--- config.mk ---
export PLATFORM = sky130hd
export DESIGN_NAME = sliding_window_sender
export DESIGN_NICKNAME = d
export VERILOG_FILES = /design/src/design/sws_pkg.sv /design/src/design/sws_ram.sv /design/src/design/sliding_window_sender.sv
export SDC_FILE = /design/constraint.sdc
export NUM_CORES = 2
export LEC_CHECK = 0
export BUFFER_PORTS_ARGS = -buffer_cell sky130_fd_sc_hd__buf_2
export CAP_MARGIN = 10
export CORE_AREA = 2 2 396 398
export CTS_BUF_LIST = sky130_fd_sc_hd__clkbuf_8
export DETAILED_ROUTE_END_ITERATION = 10
export DIE_AREA = 0 0 398 400
export PLACE_DENSITY = 0.82
export SETUP_SLACK_MARGIN = 0.3
export SYNTH_ARGS = -nofsm -noshare
export SYNTH_HDL_FRONTEND = slang
export SYNTH_SLANG_ARGS = --single-unit
--- constraint.sdc ---
create_clock -name clk_i -period 17.09 [get_ports clk_i]
set_input_delay 3.418 -clock clk_i [delete_from_list [all_inputs] [get_ports clk_i]]
set_output_delay 3.418 -clock clk_i [all_outputs]
set_load 0.01 [all_outputs]
--- src/design/sws_pkg.sv ---
package sws_pkg;

  // register indexes of the configuration port
  localparam logic [1:0] RegWindow  = 2'd0;
  localparam logic [1:0] RegRto     = 2'd1;
  localparam logic [1:0] RegStart   = 2'd2;
  localparam logic [1:0] RegDupThr  = 2'd3;

  localparam logic KindSent  = 1'b0;
  localparam logic KindAcked = 1'b1;
  localparam logic FuncAck   = 1'b0;
  localparam logic FuncTick  = 1'b1;

  localparam logic [3:0] DupMax = 4'd15;

  typedef enum logic [5:0] {
    StIdle  = 6'b000001,
    StScRd  = 6'b000010,
    StScEv  = 6'b000100,
    StFlChk = 6'b001000,
    StFlWr  = 6'b010000,
    StFlush = 6'b100000
  } state_e;

  typedef struct packed {
    logic [31:0] seq;
    logic [47:0] tx_time;
    logic [3:0]  dup;
  } entry_t;

  typedef struct packed {
    logic        kind;
    logic [31:0] seq;
    logic        retx;
    logic [47:0] rtt;
  } result_t;

endpackage

--- src/design/sws_ram.sv ---
module sws_ram import sws_pkg::*; #(
  parameter int Width = 8,
  parameter int Depth = 16,
  localparam int AddrW = (Depth > 1) ? $clog2(Depth) : 1
) (
  input  logic             clk_i,
  input  logic             we_i,
  input  logic [AddrW-1:0] waddr_i,
  input  logic [Width-1:0] wdata_i,
  input  logic             re_i,
  input  logic [AddrW-1:0] raddr_i,
  output logic [Width-1:0] rdata_o
);

  logic [Width-1:0] mem_q [Depth];
  logic [Width-1:0] rdata_q;

  always_ff @(posedge clk_i) begin
    if (we_i) begin
      mem_q[waddr_i] <= wdata_i;
    end
    if (re_i) begin
      rdata_q <= mem_q[raddr_i];
    end
  end

  assign rdata_o = rdata_q;

endmodule

--- src/design/sliding_window_sender.sv ---
// sliding window sender: ack retirement, duplicate ack fast retransmit, timeout
// retransmit and window fill over a queue memory and a retransmit stack memory
// per item: the scan reads and evaluates each outstanding entry, then the fill checks
// and writes each packet sent, then the held-back last result is flushed;
// one item in flight at a time (single queue read port); output stalls hold it longer
// reset: counters cleared, highest ack and next sequence loaded with 1
module sliding_window_sender import sws_pkg::*; #(
  parameter int WINDOW = 16
) (
  input  logic        clk_i,
  input  logic        rst_ni,
  // input items
  input  logic        in_valid_i,
  output logic        in_stall_o,
  input  logic        in_func_i,
  input  logic [31:0] in_ack_num_i,
  input  logic [47:0] in_now_i,
  // result items
  output logic        out_valid_o,
  input  logic        out_stall_i,
  output logic        out_kind_o,
  output logic [31:0] out_seq_o,
  output logic        out_retransmitted_o,
  output logic [47:0] out_rtt_o,
  output logic        out_last_o,
  // configuration writes
  input  logic        cfg_valid_i,
  output logic        cfg_ready_o,
  input  logic [1:0]  cfg_index_i,
  input  logic [47:0] cfg_data_i
);

  localparam int AW = (WINDOW > 1) ? $clog2(WINDOW) : 1;
  localparam int CW = $clog2(WINDOW + 1);

  // configuration registers
  logic [4:0]  window_q;
  logic [47:0] rto_q;
  logic [3:0]  dup_thr_q;

  // control state
  state_e      state_q, state_d;
  logic [CW-1:0] cnt_q, cnt_d;      // outstanding entries
  logic [CW-1:0] sc_q, sc_d;        // retransmit stack depth
  logic [CW-1:0] idx_q, idx_d;      // scan read position
  logic [CW-1:0] wp_q, wp_d;        // scan compaction write position
  logic          first_q, first_d;  // next kept entry is the oldest one
  logic          pop_q, pop_d;      // fill takes its sequence from the stack
  logic [31:0] ha_q, ha_d;
  logic [31:0] nseq_q, nseq_d;

  // latched item
  logic        func_q;
  logic [31:0] ack_q;
  logic [47:0] now_q;

  // one result held back until we know whether it is the last of the item
  logic        pend_v_q, pend_v_d;
  result_t     pend_q, pend_d;

  // output register
  logic        out_v_q;
  result_t     out_q;
  logic        out_last_q;
  logic        out_load;
  logic        out_last_d;

  // memories
  logic          q_we, q_re, s_we, s_re;
  logic [AW-1:0] q_waddr, q_raddr, s_waddr, s_raddr;
  entry_t        q_wdata, q_rdata;
  logic [31:0]   s_wdata, s_rdata;

  // scan helpers
  logic          out_free;
  logic [5:0]    win6;
  logic [3:0]    dup_new;
  logic          retire, timed_out, dup_drop;
  logic [48:0]   expire;

  function automatic logic [47:0] in_now_sub(logic [47:0] a, logic [47:0] b);
    return a - b;
  endfunction

  assign out_free = !out_v_q || !out_stall_i;
  assign win6 = ({1'b0, window_q} > 6'(WINDOW)) ? 6'(WINDOW) : {1'b0, window_q};
  assign expire = {1'b0, q_rdata.tx_time} + {1'b0, rto_q};

  assign retire = q_rdata.seq < ha_q;
  assign timed_out = expire <= {1'b0, now_q};
  assign dup_new = (first_q && func_q == FuncAck && q_rdata.seq == ha_q && ack_q == ha_q
                    && q_rdata.dup < DupMax) ? q_rdata.dup + 4'd1 : q_rdata.dup;
  assign dup_drop = first_q && (dup_new >= dup_thr_q);

  always_comb begin
    state_d  = state_q;
    cnt_d    = cnt_q;
    sc_d     = sc_q;
    idx_d    = idx_q;
    wp_d     = wp_q;
    first_d  = first_q;
    pop_d    = pop_q;
    ha_d     = ha_q;
    nseq_d   = nseq_q;
    pend_v_d = pend_v_q;
    pend_d   = pend_q;
    out_load = 1'b0;
    out_last_d = 1'b0;
    q_we = 1'b0;
    q_re = 1'b0;
    q_waddr = '0;
    q_raddr = idx_q[AW-1:0];
    q_wdata = q_rdata;
    s_we = 1'b0;
    s_re = 1'b0;
    s_waddr = sc_q[AW-1:0];
    s_raddr = '0;
    s_wdata = q_rdata.seq;

    case (state_q)
      StIdle: begin
        if (in_valid_i) begin
          if (in_func_i == FuncAck && in_ack_num_i > ha_q) begin
            ha_d = in_ack_num_i;
          end
          idx_d   = '0;
          wp_d    = '0;
          first_d = 1'b1;
          state_d = StScRd;
        end
      end
      StScRd: begin
        if (idx_q < cnt_q) begin
          q_re    = 1'b1;
          state_d = StScEv;
        end else begin
          cnt_d   = wp_q;
          state_d = StFlChk;
        end
      end
      StScEv: begin
        if (retire) begin
          // acknowledged entry: report it, it leaves the queue
          if (!pend_v_q || out_free) begin
            out_load = pend_v_q;
            pend_v_d = 1'b1;
            pend_d   = '{kind: KindAcked, seq: q_rdata.seq, retx: 1'b0,
                         rtt: in_now_sub(now_q, q_rdata.tx_time)};
            idx_d    = idx_q + 1'b1;
            state_d  = StScRd;
          end
        end else begin
          first_d = 1'b0;
          if (dup_drop || timed_out) begin
            if (sc_q < CW'(WINDOW)) begin
              s_we = 1'b1;
              sc_d = sc_q + 1'b1;
            end
          end else begin
            // compaction write stays at or behind the read position
            q_we    = 1'b1;
            q_waddr = wp_q[AW-1:0];
            q_wdata = '{seq: q_rdata.seq, tx_time: q_rdata.tx_time, dup: dup_new};
            wp_d    = wp_q + 1'b1;
          end
          idx_d   = idx_q + 1'b1;
          state_d = StScRd;
        end
      end
      StFlChk: begin
        if (6'(cnt_q) < win6) begin
          if (sc_q != '0) begin
            s_re    = 1'b1;
            s_raddr = AW'(sc_q - 1'b1);
            sc_d    = sc_q - 1'b1;
            pop_d   = 1'b1;
          end else begin
            pop_d   = 1'b0;
          end
          state_d = StFlWr;
        end else begin
          state_d = StFlush;
        end
      end
      StFlWr: begin
        if (!pend_v_q || out_free) begin
          out_load = pend_v_q;
          pend_v_d = 1'b1;
          pend_d   = '{kind: KindSent, seq: pop_q ? s_rdata : nseq_q, retx: pop_q,
                       rtt: '0};
          if (!pop_q) begin
            nseq_d = nseq_q + 32'd1;
          end
          q_we    = 1'b1;
          q_waddr = cnt_q[AW-1:0];
          q_wdata = '{seq: pop_q ? s_rdata : nseq_q, tx_time: now_q, dup: 4'd0};
          cnt_d   = cnt_q + 1'b1;
          state_d = StFlChk;
        end
      end
      StFlush: begin
        if (!pend_v_q) begin
          state_d = StIdle;
        end else if (out_free) begin
          out_load   = 1'b1;
          out_last_d = 1'b1;
          pend_v_d   = 1'b0;
          state_d    = StIdle;
        end
      end
      default: begin
        state_d = StIdle;
      end
    endcase

    // start_seq reload, taken only while idle
    if (cfg_valid_i && cfg_ready_o && cfg_index_i == RegStart) begin
      ha_d   = cfg_data_i[31:0];
      nseq_d = cfg_data_i[31:0];
    end
  end

  always_ff @(posedge clk_i or negedge rst_ni) begin
    if (!rst_ni) begin
      state_q   <= StIdle;
      cnt_q     <= '0;
      sc_q      <= '0;
      idx_q     <= '0;
      wp_q      <= '0;
      first_q   <= 1'b0;
      pop_q     <= 1'b0;
      ha_q      <= 32'd1;
      nseq_q    <= 32'd1;
      pend_v_q  <= 1'b0;
      out_v_q   <= 1'b0;
      window_q  <= 5'd1;
      rto_q     <= 48'd3000000000;
      dup_thr_q <= 4'd3;
    end else begin
      state_q  <= state_d;
      cnt_q    <= cnt_d;
      sc_q     <= sc_d;
      idx_q    <= idx_d;
      wp_q     <= wp_d;
      first_q  <= first_d;
      pop_q    <= pop_d;
      ha_q     <= ha_d;
      nseq_q   <= nseq_d;
      pend_v_q <= pend_v_d;
      if (out_load) begin
        out_v_q <= 1'b1;
      end else if (!out_stall_i) begin
        out_v_q <= 1'b0;
      end
      if (cfg_valid_i && cfg_ready_o) begin
        case (cfg_index_i)
          RegWindow: window_q  <= cfg_data_i[4:0];
          RegRto:    rto_q     <= cfg_data_i;
          RegDupThr: dup_thr_q <= cfg_data_i[3:0];
          default: ;
        endcase
      end
    end
  end

  // payload registers
  always_ff @(posedge clk_i) begin
    pend_q <= pend_d;
    if (state_q == StIdle && in_valid_i) begin
      func_q <= in_func_i;
      ack_q  <= in_ack_num_i;
      now_q  <= in_now_i;
    end
    if (out_load) begin
      out_q      <= pend_q;
      out_last_q <= out_last_d;
    end
  end

  sws_ram #(.Width($bits(entry_t)), .Depth(WINDOW)) u_queue_ram (
    .clk_i   (clk_i),
    .we_i    (q_we),
    .waddr_i (q_waddr),
    .wdata_i (q_wdata),
    .re_i    (q_re),
    .raddr_i (q_raddr),
    .rdata_o (q_rdata)
  );

  sws_ram #(.Width(32), .Depth(WINDOW)) u_stack_ram (
    .clk_i   (clk_i),
    .we_i    (s_we),
    .waddr_i (s_waddr),
    .wdata_i (s_wdata),
    .re_i    (s_re),
    .raddr_i (s_raddr),
    .rdata_o (s_rdata)
  );

  // configuration only between items; an arriving item takes precedence
  assign in_stall_o          = (state_q != StIdle);
  assign cfg_ready_o         = (state_q == StIdle) && !in_valid_i;
  assign out_valid_o         = out_v_q;
  assign out_kind_o          = out_q.kind;
  assign out_seq_o           = out_q.seq;
  assign out_retransmitted_o = out_q.retx;
  assign out_rtt_o           = out_q.rtt;
  assign out_last_o          = out_last_q;

endmodule

==> flow_summary.json <==
{
  "status": "finished, final reports clean",
  "nNetsFinal": 7062,
  "cp.arrival_ns": 9.07,
  "fp.dieW_um": 398,
  "hold_buffers": 0,
  "die_area_sq_mm": 0.159,
  "clkTransAtPathRegs_ns": 0.07,
  "cts_tree": "built",
  "cts_buffers": 370,
  "layout_common_cells": "edfxtp_1 (2218), nor2_1 (543), nand2_1 (466), mux4_2 (420), clkbuf_8 (376)",
  "hpwl_um": 176000,
  "cts.repair.resized": 0,
  "synth_edf_count": 2218,
  "cp.required_ns": 17.74,
  "start_util": 0.644,
  "layout_commonest_cell": "edfxtp_1",
  "final-hold-violation-count": 0,
  "hold_class": "register to register",
  "synth_nets": 6608,
  "drc": 0,
  "min_period_ns": 8.41,
  "skew_ns": 0.118,
  "ys.flop_type": "edfxtp_1",
  "fin_util": 0.714,
  "fin_area_sq_mm": 0.111,
  "num_rows": 145,
  "post_synth_num_cell_types": 93,
  "pin_count": 222,
  "clock_path_buffers": 4,
  "die_height_um": 400,
  "postSynthAreaPerCell_sq_um": 16.0,
  "fin_crit_sh": 0.492,
  "synth_cells": 6241,
  "tns_ns": 0,
  "antenna_found_initial": 28,
  "layout-drive-gt1-share": 0.202,
  "syn_area_sq_mm": 0.0999,
  "routabilityCongestion": 0.959,
  "critPathMaxFanout": 39,
  "wire_per_inst_um": 31.3,
  "cp-start-kind": "register",
  "place_ws_ns": 8.97,
  "drt_iter0_drc": 9811,
  "syn_to_final_growth_pct": 10.9,
  "htree_levels": 5,
  "relSlewSlack": 0.156,
  "drtPass1Iterations": 11,
  "p_per_area_mw_per_mm2": 129,
  "cts-root-buf": "clkbuf_8",
  "grt.total_usage": 0.357,
  "yosys.area.top_type_share": 0.667,
  "rsz0062_at_grt": "false",
  "drv_slew": 0,
  "worstMarginPinSlew_ns": 1.27,
  "ant_nets": 0,
  "finalWorstSetupSlack_ns": 8.68,
  "clock_sinks": 2369,
  "cp-end-kind": "register",
  "core_area_sq_mm": 0.155,
  "grt_pass1_vias": 60100,
  "leakage_uw": 0.0383,
  "synth_area_leaders": "edfxtp_1 (67%), mux4_2 (9.5%), dfrtp_1 (3.3%), ha_1 (2.9%), nor2_1 (2.1%)",
  "cap_violations": 0,
  "grt_pass1_wl_um": 406000,
  "setup_viol": 0,
  "synth_largest_area_cell": "edfxtp_1",
  "ys_warn_count": 0,
  "drt-total-wl_um": 283000,
  "grt.overflow.total": 0,
  "via_per_inst": 6.80,
  "clk_latency_ns": 1.10,
  "cts_setup_buffers": 0,
  "max_freq_mhz": 119,
  "grt_max_degree": 174,
  "vias": 61600,
  "ys_async_sr_fraction": 0.0637,
  "postPlaceCellArea_sq_mm": 0.104,
  "io_buffers": 221,
  "path_class": "register to register",
  "power_uw": 14300,
  "ys_ff_latch": 2369,
  "seq_area_frac_synth": 0.705,
  "peakVddDrop_uv": 118,
  "r2r_setup_slack_ns": 8.68
}
## synthesized netlist by cell type, drive strengths merged, types with 12 or more instances
cell type / count
xor2: 69
edfxtp: 2218
o21a: 21
and4: 12
nor2: 546
mux2i: 56
dfstp: 18
ha: 229
nand4: 90
clkbuf: 238
nand2: 468
nand3: 112
and3: 23
o221ai: 15
a31oi: 20
nor4: 38
a21oi: 215
xnor2: 65
and2: 20
a222oi: 29
inv: 182
mux4: 420
a211oi: 61
o211ai: 22
buf: 76
o21ai: 261
a21o: 61
nor2b: 20
o21bai: 16
mux2: 59
dfrtp: 133
nor3: 173
o22ai: 42
nand2b: 53
## power by group
part           leakage [uW]  switching (uW)  internal (uW)
Clock               0.00386            2190           2280
Combinational        0.0127            1760           1080
Sequential           0.0217             318           6700
## layer usage
metal / track usage / up-vias / routed length (um)
li1: - / 25400 / -
met1: 0.501 / 30500 / 101000
met2: 0.516 / 4908 / 126000
met3: 0.123 / 795 / 43800
met4: 0.154 / 14 / 12600
met5: 0 / - / 87
## area by class of cell
cell class	count	area, sq um
clock inverter	279	1550
tap	2058	2570
clock buffer	376	5170
multi-input combinational	3376	27900
timing repair buffer	396	2480
inverter	182	684
fill	9200	44300
antenna	17	42.5
sequential	2369	70400
## final timing paths
path / depth (start not counted) / endpoint / start
max reg2reg: 22 / u_queue_ram.mem_q[12][72] / u_queue_ram.rdata_o[5]
min in group asynchronous: 1 / rto_q[45] / rst_ni
max in group asynchronous: 3 / nseq_q[13] / rst_ni
max: 22 / u_queue_ram.mem_q[12][72] / u_queue_ram.rdata_o[5]
min: 0 / out_seq_o[7] / pend_q[56]
min reg2reg: 0 / out_seq_o[7] / pend_q[56]
## critical path, stage by stage (launching register included)
cell	delay [ns]
edfxtp_1	0.49
ha_1	0.35
a211oi_1	0.40
o21ai_0	0.36
a211oi_1	0.30
a21oi_1	0.22
a211oi_1	0.74
a21oi_1	0.17
nor2_1	0.37
o21ai_0	0.16
xor2_1	0.17
ha_1	0.32
nand3_1	0.13
or2_2	0.36
a311oi_1	0.25
o221ai_1	0.14
a311o_1	0.31
a22oi_2	0.18
o211ai_2	0.13
buf_4	0.27
o22ai_4	0.81
buf_4	0.55
buf_4	0.68
## cell families (layout without fill, tap and decap cells)
kind of cell,count (synthesis),after routing,share of synthesized area
AO/OA/AOI/OAI,873,873,0.0556
other,0,17,0
flip-flops,2369,2369,0.705
AND/OR/NAND/NOR,1603,1603,0.0727
XOR/XNOR,134,134,0.0117
buffers and inverters,496,1233,0.0193
adder cells (fa/ha/maj),231,231,0.0291
multiplexers,535,535,0.107
## state kept, by name, indices dropped and copies added (netlist names), 48 cells and up
signal and cells:
u_stack_ram.mem_q 512, u_queue_ram.mem_q 1344, now_q 48, pend_q 82, out_rtt_o 48, rto_q 48
u_queue_ram.rdata_o 84
## through the flow
stage	hold WS, ns	instances
after floorplan	0.400	6241
after global routing	0.399	9041
after detailed placement	0.405	8378
after global placement	0.401	8376
after CTS	0.377	9033
final	0.367	9053
No activity file was read; power rests on OpenSTA's default activity.
